File: config.mk
export PLATFORM = sky130hd
export DESIGN_NAME = base64_stream_encoder
export DESIGN_NICKNAME = d
export VERILOG_FILES = /design/src/b64e_pkg.sv /design/src/b64e_front.sv /design/src/b64e_fifo.sv /design/src/b64e_back.sv /design/src/base64_stream_encoder.sv
export SDC_FILE = /design/constraint.sdc
export NUM_CORES = 1
export LEC_CHECK = 0
export BUFFER_PORTS_ARGS = -buffer_cell sky130_fd_sc_hd__buf_2
export CAP_MARGIN = 20
export CORE_MARGIN = 4
export CORE_UTILIZATION = 64
export CTS_CLUSTER_DIAMETER = 120
export CTS_CLUSTER_SIZE = 12
export DETAILED_ROUTE_END_ITERATION = 12
export PLACE_DENSITY = 0.82
export SYNTH_ARGS = -nofsm -noshare
export SYNTH_HDL_FRONTEND = slang
export SYNTH_SLANG_ARGS = --single-unit
File: constraint.sdc
create_clock -name clk -period 6.4 [get_ports clk]
set_input_delay 0.64 -clock clk [delete_from_list [all_inputs] [get_ports clk]]
set_output_delay 0.64 -clock clk [all_outputs]
set_load 0.05 [all_outputs]
File: src/b64e_pkg.sv
`default_nettype none

package b64e_pkg;

  // Line and group geometry
  localparam int GROUPS_PER_LINE = 19;
  localparam int GOL_W           = 5;

  // Characters one input byte can produce, and the count width
  localparam int MAX_CHARS = 5;
  localparam int CNT_W     = 3;

  // Entries in the queue between the classify and emit parts
  localparam int FIFO_DEPTH = 4;
  localparam int PTR_W      = $clog2(FIFO_DEPTH);

  // Special characters
  localparam logic [6:0] PAD_CHAR  = 7'h3D;
  localparam logic [6:0] NL_CHAR   = 7'h0A;
  localparam logic [6:0] PLUS_CHAR = 7'h2B;
  localparam logic [6:0] SLSH_CHAR = 7'h2F;

  // Input transaction
  typedef struct packed {
    logic [7:0] data_byte;
    logic       last_byte;
  } in_item_t;

  // Result transaction
  typedef struct packed {
    logic [6:0] out_char;
    logic       last_char;
  } out_item_t;

  // One classified byte: the characters it causes, in order
  typedef struct packed {
    logic [MAX_CHARS-1:0][6:0] chars;
    logic [CNT_W-1:0]          count;
    logic                      last;
  } entry_t;

  // Map a sextet to its alphabet character
  function automatic logic [6:0] b64_char(input logic [5:0] v);
    logic [6:0] r;
    if (v < 6'd26) begin
      r = 7'h41 + {1'b0, v};
    end else if (v < 6'd52) begin
      r = 7'h61 + {1'b0, v} - 7'd26;
    end else if (v < 6'd62) begin
      r = 7'h30 + {1'b0, v} - 7'd52;
    end else if (v == 6'd62) begin
      r = PLUS_CHAR;
    end else begin
      r = SLSH_CHAR;
    end
    return r;
  endfunction

endpackage

`default_nettype wire

File: src/b64e_front.sv
`default_nettype none

module b64e_front (
  input  wire                  clk,
  input  wire                  rst_n,
  input  wire                  push,
  input  wire b64e_pkg::in_item_t in_data,
  input  wire                  fifo_full,
  input  wire                  cfg_valid,
  input  wire                  cfg_wdata,
  output logic                 full,
  output logic                 fifo_push,
  output b64e_pkg::entry_t     fifo_wdata
);

  logic [1:0]                 gpos_r,  gpos_nxt;
  logic [3:0]                 left_r,  left_nxt;
  logic [b64e_pkg::GOL_W-1:0] gol_r,   gol_nxt;
  logic                       wrap_r;
  logic                       accept;
  logic [b64e_pkg::GOL_W-1:0] gol_inc;
  logic                       line_done;
  logic [7:0]                 b;
  logic                       lst;

  assign full      = fifo_full;
  assign accept    = push && !fifo_full;
  assign fifo_push = accept;
  assign b         = in_data.data_byte;
  assign lst       = in_data.last_byte;
  assign gol_inc   = gol_r + 1'b1;
  assign line_done = (gol_inc >= b64e_pkg::GOL_W'(b64e_pkg::GROUPS_PER_LINE));

  // Classify the byte by its place in the group and build its characters
  always_comb begin
    fifo_wdata       = '0;
    fifo_wdata.last  = lst;
    gpos_nxt         = gpos_r;
    left_nxt         = left_r;
    gol_nxt          = gol_r;
    case (gpos_r)
      2'd0: begin
        fifo_wdata.chars[0] = b64e_pkg::b64_char(b[7:2]);
        fifo_wdata.count    = 3'd1;
        left_nxt            = {2'b00, b[1:0]};
        gpos_nxt            = 2'd1;
        if (lst) begin
          fifo_wdata.chars[1] = b64e_pkg::b64_char({b[1:0], 4'b0000});
          fifo_wdata.chars[2] = b64e_pkg::PAD_CHAR;
          fifo_wdata.chars[3] = b64e_pkg::PAD_CHAR;
          fifo_wdata.chars[4] = b64e_pkg::NL_CHAR;
          fifo_wdata.count    = wrap_r ? 3'd5 : 3'd4;
        end
      end
      2'd1: begin
        fifo_wdata.chars[0] = b64e_pkg::b64_char({left_r[1:0], b[7:4]});
        fifo_wdata.count    = 3'd1;
        left_nxt            = b[3:0];
        gpos_nxt            = 2'd2;
        if (lst) begin
          fifo_wdata.chars[1] = b64e_pkg::b64_char({b[3:0], 2'b00});
          fifo_wdata.chars[2] = b64e_pkg::PAD_CHAR;
          fifo_wdata.chars[3] = b64e_pkg::NL_CHAR;
          fifo_wdata.count    = wrap_r ? 3'd4 : 3'd3;
        end
      end
      default: begin
        fifo_wdata.chars[0] = b64e_pkg::b64_char({left_r, b[7:6]});
        fifo_wdata.chars[1] = b64e_pkg::b64_char(b[5:0]);
        fifo_wdata.chars[2] = b64e_pkg::NL_CHAR;
        fifo_wdata.count    = (wrap_r && (line_done || lst)) ? 3'd3 : 3'd2;
        left_nxt            = 4'd0;
        gpos_nxt            = 2'd0;
        gol_nxt             = line_done ? '0 : gol_inc;
      end
    endcase
    // Drop all group state at end of message
    if (lst) begin
      gpos_nxt = 2'd0;
      left_nxt = 4'd0;
      gol_nxt  = '0;
    end
  end

  // Advance group state on each accepted transaction; take wrap setting
  always_ff @(posedge clk) begin
    if (!rst_n) begin
      gpos_r <= 2'd0;
      left_r <= 4'd0;
      gol_r  <= '0;
      wrap_r <= 1'b0;
    end else begin
      if (accept) begin
        gpos_r <= gpos_nxt;
        left_r <= left_nxt;
        gol_r  <= gol_nxt;
      end
      if (cfg_valid) begin
        wrap_r <= cfg_wdata;
      end
    end
  end

endmodule

`default_nettype wire

File: src/b64e_fifo.sv
`default_nettype none

module b64e_fifo (
  input  wire              clk,
  input  wire              rst_n,
  input  wire              wr_en,
  input  wire b64e_pkg::entry_t wr_data,
  input  wire              rd_en,
  output b64e_pkg::entry_t rd_data,
  output logic             fifo_full,
  output logic             fifo_empty
);

  b64e_pkg::entry_t             mem_r [b64e_pkg::FIFO_DEPTH];
  logic [b64e_pkg::PTR_W-1:0]   wr_ptr_r;
  logic [b64e_pkg::PTR_W-1:0]   rd_ptr_r;
  logic [b64e_pkg::PTR_W:0]     count_r, count_nxt;

  assign fifo_full  = (count_r == (b64e_pkg::PTR_W+1)'(b64e_pkg::FIFO_DEPTH));
  assign fifo_empty = (count_r == '0);
  assign rd_data    = mem_r[rd_ptr_r];

  // Track occupancy
  always_comb begin
    count_nxt = count_r;
    if (wr_en && !rd_en) begin
      count_nxt = count_r + 1'b1;
    end else if (rd_en && !wr_en) begin
      count_nxt = count_r - 1'b1;
    end
  end

  // Advance pointers
  always_ff @(posedge clk) begin
    if (!rst_n) begin
      wr_ptr_r <= '0;
      rd_ptr_r <= '0;
      count_r  <= '0;
    end else begin
      if (wr_en) begin
        wr_ptr_r <= wr_ptr_r + 1'b1;
      end
      if (rd_en) begin
        rd_ptr_r <= rd_ptr_r + 1'b1;
      end
      count_r <= count_nxt;
    end
  end

  // Store entries
  always_ff @(posedge clk) begin
    if (wr_en) begin
      mem_r[wr_ptr_r] <= wr_data;
    end
  end

endmodule

`default_nettype wire

File: src/b64e_back.sv
`default_nettype none

module b64e_back (
  input  wire                  clk,
  input  wire                  rst_n,
  input  wire b64e_pkg::entry_t head,
  input  wire                  fifo_empty,
  output logic                 fifo_pop,
  input  wire                  pop,
  output logic                 empty,
  output b64e_pkg::out_item_t  out_data
);

  logic [b64e_pkg::CNT_W-1:0] idx_r;
  logic                       oval_r;
  b64e_pkg::out_item_t        odata_r;
  logic                       load;
  logic                       final_char;

  assign empty      = !oval_r;
  assign out_data   = odata_r;
  assign load       = !fifo_empty && (!oval_r || pop);
  assign final_char = (idx_r == head.count - 1'b1);
  assign fifo_pop   = load && final_char;

  // Step through the head entry, one character per cycle while the receiver takes them
  always_ff @(posedge clk) begin
    if (!rst_n) begin
      idx_r  <= '0;
      oval_r <= 1'b0;
    end else begin
      if (load) begin
        oval_r <= 1'b1;
        idx_r  <= final_char ? '0 : idx_r + 1'b1;
      end else if (pop) begin
        oval_r <= 1'b0;
      end
    end
  end

  // Hold the output character until taken
  always_ff @(posedge clk) begin
    if (load) begin
      odata_r.out_char  <= head.chars[idx_r];
      odata_r.last_char <= head.last && final_char;
    end
  end

endmodule

`default_nettype wire

File: src/base64_stream_encoder.sv
// Base64 stream encoder with optional 76-character line wrapping.
// Input channel: one byte per transaction with a last-byte flag; a
//   transaction completes when push is high and full is low.
// Result channel: one ASCII character per transaction; the oldest character
//   is on out_data while empty is low and leaves when pop is high.
// Config channel: cfg_wdata sets the wrap enable, written when cfg_valid
//   and cfg_ready are high; cfg_ready is always high. Write it only while idle.
// Path: an accepted byte is written into the queue, and its characters then
//   move one by one from the queue head into the output register.
// Throughput: a byte can be accepted every cycle while the four-entry queue
//   has room; characters leave at one per cycle while the receiver pops, so
//   one byte yields 1 to 5 characters, about 1.33 on average.
// Reset clears group state and the queue, empties the output register and sets
//   wrapping off. When the receiver stalls, the output holds, the queue
//   fills and full rises; no transaction is lost.
`default_nettype none

module base64_stream_encoder (
  input  wire                  clk,
  input  wire                  rst_n,
  input  wire                  push,
  input  wire b64e_pkg::in_item_t in_data,
  output logic                 full,
  output logic                 empty,
  input  wire                  pop,
  output b64e_pkg::out_item_t  out_data,
  input  wire                  cfg_valid,
  output logic                 cfg_ready,
  input  wire                  cfg_wdata
);

  logic             fifo_full;
  logic             fifo_empty;
  logic             fifo_push;
  logic             fifo_pop;
  b64e_pkg::entry_t fifo_wdata;
  b64e_pkg::entry_t fifo_rdata;

  assign cfg_ready = 1'b1;

  b64e_front u_front (
    .clk        (clk),
    .rst_n      (rst_n),
    .push       (push),
    .in_data    (in_data),
    .fifo_full  (fifo_full),
    .cfg_valid  (cfg_valid),
    .cfg_wdata  (cfg_wdata),
    .full       (full),
    .fifo_push  (fifo_push),
    .fifo_wdata (fifo_wdata)
  );

  b64e_fifo u_fifo (
    .clk        (clk),
    .rst_n      (rst_n),
    .wr_en      (fifo_push),
    .wr_data    (fifo_wdata),
    .rd_en      (fifo_pop),
    .rd_data    (fifo_rdata),
    .fifo_full  (fifo_full),
    .fifo_empty (fifo_empty)
  );

  b64e_back u_back (
    .clk        (clk),
    .rst_n      (rst_n),
    .head       (fifo_rdata),
    .fifo_empty (fifo_empty),
    .fifo_pop   (fifo_pop),
    .pop        (pop),
    .empty      (empty),
    .out_data   (out_data)
  );

endmodule

`default_nettype wire

== After elaboration in Yosys (flattened, before gate mapping) ==
Memory sizes are Yosys's and may differ from the RTL's. A register that Yosys moved wholly into a read port is not among the register bits.
Cells that the tools add are included.
W data, S select, Z words.
Storage, ports and cells
  bits in latches: 0
  memory bits (writable): 144
  output and inout port bits: 11
  logic and storage cells: 147
  memory bits (read-only): 0
  flip-flop bits (word level): 31
  input port bits: 15
  memories kept: 1
Memory list
  u_fifo.mem_r: words 4, width 36, rd ports 1, clocked after memory_dff 1, wr ports 1, RTL line b64e_fifo.sv:14  | b64e_pkg::entry_t mem_r [b64e_pkg::FIFO_DEPTH];
Operators by class
  divide/modulo/power cells: 0
  equal/unequal tests: 8
  shift-type cells: 0
  order comparisons: 20
  reduce and logical (&&, ||, !) cells: 20
  multiplexer cells: 50
  bitwise logic cells: 0
  $mul: 0
  add/sub/neg operators: 37
Operators with widths (count)
  $mux W7: 19
  $add A7 B6 Y7 const A: 12
  $lt A6 B6 Y1 const B: 12
  $pmux W24 S2: 1
  $add A6 B6 Y7 const A: 6
  $sub A7 B5 Y7 const B: 6
  $sub A7 B6 Y7 const B: 6
  $lt A6 B5 Y1 const B: 6
  $mux W3: 10
  $mux W25: 1
  $eq A6 B6 Y1 const B: 4
  $bmux W7 S3: 1
  $mux W18: 1
  $mux W5: 3
  $pmux W7 S2: 1
  $mux W4: 2
  $pmux W4 S2: 1
  $logic_and A1 B1 Y1: 7
  $add A3 B1 Y3 const B: 2
  $mux W1: 6
  $mux W2: 3
  $sub A3 B1 Y3 const B: 2
  $add A5 B1 Y5 const B: 1
  $ge A5 B5 Y1 const B: 1
  other kinds (14): 21

== Logic depth before layout (Yosys ltp) ==
  word-level depth: 7
  mapped depth: 16
  mapped depth without buffers: 14

== By module ==
From an unflattened synthesis, not the netlist that was laid out.
Second synthesis, totals
  cells, all modules: 698
  area total of the unflattened synthesis: 9564.2 um^2
Modules (own cells, without submodules)
  b64e_fifo: times used 1, cells each 246, sequential area each 4864.7 um^2, area each 6063.3 um^2
  b64e_front: times used 1, cells each 379, sequential area each 240.2 um^2, area each 2715.1 um^2
  b64e_back: times used 1, cells each 71, sequential area each 320.3 um^2, area each 774.5 um^2
  base64_stream_encoder: times used 1, cells each 2, sequential area each 0.0 um^2, area each 11.3 um^2

== Worst setup path before layout ==
Ideal clock, no wire load.
  kind: register to register
  start point: register with a tool-made name
  end point: register u_fifo.count_r[2] (netlist name)
  data required time: 6.327 ns
  setup time: 0.073 ns
  path buffers: 2
  period minus slack after synthesis: 3.104 ns
  stages on the path, launching flop included: 17
  data arrival time: 3.031 ns
  setup slack: 3.296 ns
  cells stage by stage: dfxtp_1 -> buf_6 -> buf_4 -> mux4_2 -> inv_1 -> ha_1 -> xor2_1 -> xnor2_2 -> nand3_4 -> nor2_4 -> inv_1 -> ha_1 -> inv_1 -> fa_1 -> xor2_1 -> or3_1 -> a21oi_1
RTL lines
  end signal, assigned: RTL line b64e_fifo.sv:46  | count_r <= count_nxt;
  end, declared: RTL line b64e_fifo.sv:17  | logic [b64e_pkg::PTR_W:0] count_r, count_nxt;

==> results.py <==
metrics = {
    "clocking": {
        "cts_hold_buf": 0,
        "root_buffer": "clkbuf_8",
        "cts_tree": "yes",
        "htree_num_levels": 4,
        "clkTransAtPathRegs_ns": 0.06,
        "clock_path_buffers": 2,
        "cts_resized": 0,
        "clkLatencyLatePin_ns": 0.54,
        "numCtsBuffers": 17,
        "post-cts-setup-buffer-count": 0,
        "clkSinkCount": 129,
    },
    "setup_path": {
        "cp.required_ns": 6.86,
        "crit_family": "flip-flops",
        "crit_buf_inv": 4,
        "slowest_stage": "dfxtp_1",
        "arrival_ns": 4.52,
        "criticalPathCategory": "reg -> reg",
        "path_cells": "buf_4, mux4_2, inv_1, ha_1, xor2_1, xnor2_2, nand3_4, nor2_4, inv_1, ha_1, inv_1, fa_1, xor2_1, or3_1, a21oi_1",
        "reg2reg_depth": 15,
        "cp_max_fo": 13,
        "cpPeakStageDelay_ns": 0.82,
        "crit_top_cell": "inv_1",
        "worst_setup_path_start_kind": "flop",
        "end_kind": "flop",
        "r2r_slack_ns": 2.33,
        "timing.rr.end": "u_fifo.count_r[2]$_SDFFE_PN0P_",
    },
    "die": {
        "die_area_mm2": 0.0128,
        "initial_utilization": 0.654,
        "die_w_um": 113,
        "placementRows": 38,
        "die_y_um": 113,
        "core_area_mm2": 0.0108,
        "num_io_pins": 26,
    },
    "logic_synthesis": {
        "syn-cell-area_mm2": 0.00709,
        "synthTopCellsByArea": "edfxtp_1 44%, mux4_2 7.6%, dfxtp_1 7.1%, ha_1 5.3%, a21oi_1 3.2%",
        "synth_most_common_cell": "edfxtp_1",
        "synth-edff-count": 104,
        "synth.avg_cell_area_um2": 11.6,
        "synth.ff_latch_count": 129,
        "synthFlopType": "edfxtp_1",
        "async_flop_share": 0,
        "ys_types": 71,
        "syn_inst": 612,
        "synthesis.nets": 658,
        "synth_commonest_cells": "104 x edfxtp_1, 45 x a21oi_1, 45 x nand2_1",
        "synth_top_area_cell": "edfxtp_1",
        "ys_warn_count": 0,
        "yosys.area.top_type_share": 0.441,
        "yosysSeqAreaShare": 0.511,
    },
    "timing": {
        "relSlewSlack": 0.481,
        "hold_viol_final": 0,
        "tns_ns": 0,
        "drv_slew": 0,
        "period_needed_ns": 4.07,
        "setup_viol": 0,
        "setup_slack_ns": 2.33,
        "timing.final.crit_share": 0.636,
        "rsz0062_at_grt": "false",
        "max_freq_ghz": 0.246,
        "whs_ns": 0.396,
        "fin_skew_ns": 0.0254,
        "worst_pin_slew_ns": 0.778,
    },
    "detailed_routing": {
        "num_vias": 5222,
        "first_pass_iters": 6,
        "via_per_inst": 6.71,
        "postRouteAntennaNets": 0,
        "drc": 0,
        "met1_length_um": 6760,
        "first_iter_violations": 608,
        "wirelength_um": 17300,
        "dr_wl_met3_um": 1170,
        "top_layer_used": "met4",
        "dr_wl_met2_um": 9030,
        "post_drt_wl_per_cell_um": 22.2,
    },
    "grt": {
        "antenna_found_initial": 0,
        "grt_first_pass_wirelength_um": 27600,
        "grt_usage": 0.281,
        "grt_max_degree": 25,
        "overflow": 0,
        "grt_pass1_vias": 5001,
    },
    "pwr": {
        "p_leak_nw": 2.86,
        "power_density_mw_per_mm2": 376,
        "p_clk_frac": 0.343,
        "power.switching_mw": 0.933,
        "p_int_mw": 2.04,
        "p_total_mw": 2.97,
        "switching_share": 0.313,
        "pwr-share-seq": 0.390,
        "ir_drop_mv": 0.321,
        "combPwrFrac": 0.267,
    },
    "min_path": {
        "hold_class": "in -> reg",
        "worst_hold_startpoint": "pop",
        "worst_hold_path.endpoint": "u_back.oval_r$_SDFFE_PN0P_",
        "hold_depth": 4,
    },
    "flow_run": {
        "maxCapViolCount": 0,
    },
    "finish": {
        "final_nets": 671,
        "drive_gt1_frac": 0.168,
        "num_antenna_cells": 0,
        "fill_cells": 687,
        "areaGrowthSynthToFinish_pct": 11.7,
        "multi_input_area_mm2": 0.00317,
        "fin_util": 0.730,
        "layout.area.seq_mm2": 0.00362,
    },
    "placed_design": {
        "pre_cts_ws_ns": 2.38,
        "globalplace.congestion": 0.933,
        "dp_hpwl_um": 10800,
        "portBuffers": 24,
    },
    "run_status": {
        "status": "complete, no violations",
    },
}
state kept, by name (all words and copies together), names as in the netlist, named ones only:
| register | flops |
|---|---|
| u_front.gpos_r | 2 |
| u_front.wrap_r | 1 |
| u_back.idx_r | 3 |
| u_fifo.rd_ptr_r | 2 |
| u_fifo.count_r | 3 |
| u_fifo.mem_r | 96 |
| u_front.left_r | 4 |
| u_back.oval_r | 1 |
| u_back.out_data | 8 |
| u_front.gol_r | 5 |
| u_fifo.wr_ptr_r | 2 |
cell families after synthesis:
kind of cell,share of synthesized area
other cells,0.000529
flops,0.511
buf+inv,0.0418
compound gates,0.132
xor+xnor,0.0305
mux,0.104
simple gates,0.124
fa+ha+maj,0.0558
cells in the final DEF, fill, tap and decap left out, types with 16 or more instances in the layout:
cell       instances
clkbuf_16         16
nor2_1            31
buf_2             24
inv_1             30
edfxtp_1         104
nand3_1           22
o21ai_0           30
a21oi_1           45
nand2_1           45
mux4_2            24
dfxtp_1           25
ha_1              30
cell type report:
cell class | instances | share of cell area
multi-input combinational | 413 | 0.400
clock inverter | 15 | 0.0274
tap | 140 | 0.0221
inverter | 33 | 0.0157
sequential | 129 | 0.458
timing repair buffer | 31 | 0.0244
clock buffer | 17 | 0.0523
per-stage QoR:
stage / std cells / cell area, um2
final: 778 / 7910
after global routing: 778 / 7910
after CTS: 777 / 7890
after detailed placement: 745 / 7250
after global placement: 745 / 7250
after floorplan: 612 / 7090
power by group through the flow:
stage / Sequential [mW] / Clock, mW / Combinational, mW
final: 1.16 / 1.02 / 0.795
after detailed placement: 1.17 / 0 / 0.772
after global routing: 1.18 / 1.07 / 0.853
after floorplan: 1.22 / 0 / 0.549
after global placement: 1.16 / 0 / 0.742
after CTS: 1.16 / 1.02 / 0.790
how the worst max path moves through the flow:
stage	startpoint	slack, ns	to	depth (start not counted)
finish	flop	2.33	u_fifo.count_r[2]$_SDFFE_PN0P_	15
global route	flop	1.99	u_fifo.count_r[2]$_SDFFE_PN0P_	15
CTS	flop	2.20	u_fifo.count_r[2]$_SDFFE_PN0P_	15
detailed placement	flop	2.38	u_fifo.count_r[2]$_SDFFE_PN0P_	15
global placement	flop	2.54	u_fifo.count_r[2]$_SDFFE_PN0P_	15
floorplan	flop	3.30	u_fifo.count_r[2]$_SDFFE_PN0P_	16
metal layers:
metal	GRT usage	vias up
met5	0	-
met4	0.0825	0
met3	0.0583	41
met2	0.492	262
met1	0.353	2587
li1	-	2332
worst register-to-register path, cell delays in order (launching register included):
cell and delay, ns:
dfxtp_1 0.82, buf_4 0.42, mux4_2 0.59, inv_1 0.08, ha_1 0.17, xor2_1 0.28, xnor2_2 0.14, nand3_4 0.13
nor2_4 0.06, inv_1 0.07, ha_1 0.17, inv_1 0.07, fa_1 0.38, xor2_1 0.18, or3_1 0.30, a21oi_1 0.15
Note: power is estimated with default switching activity, not from simulation.
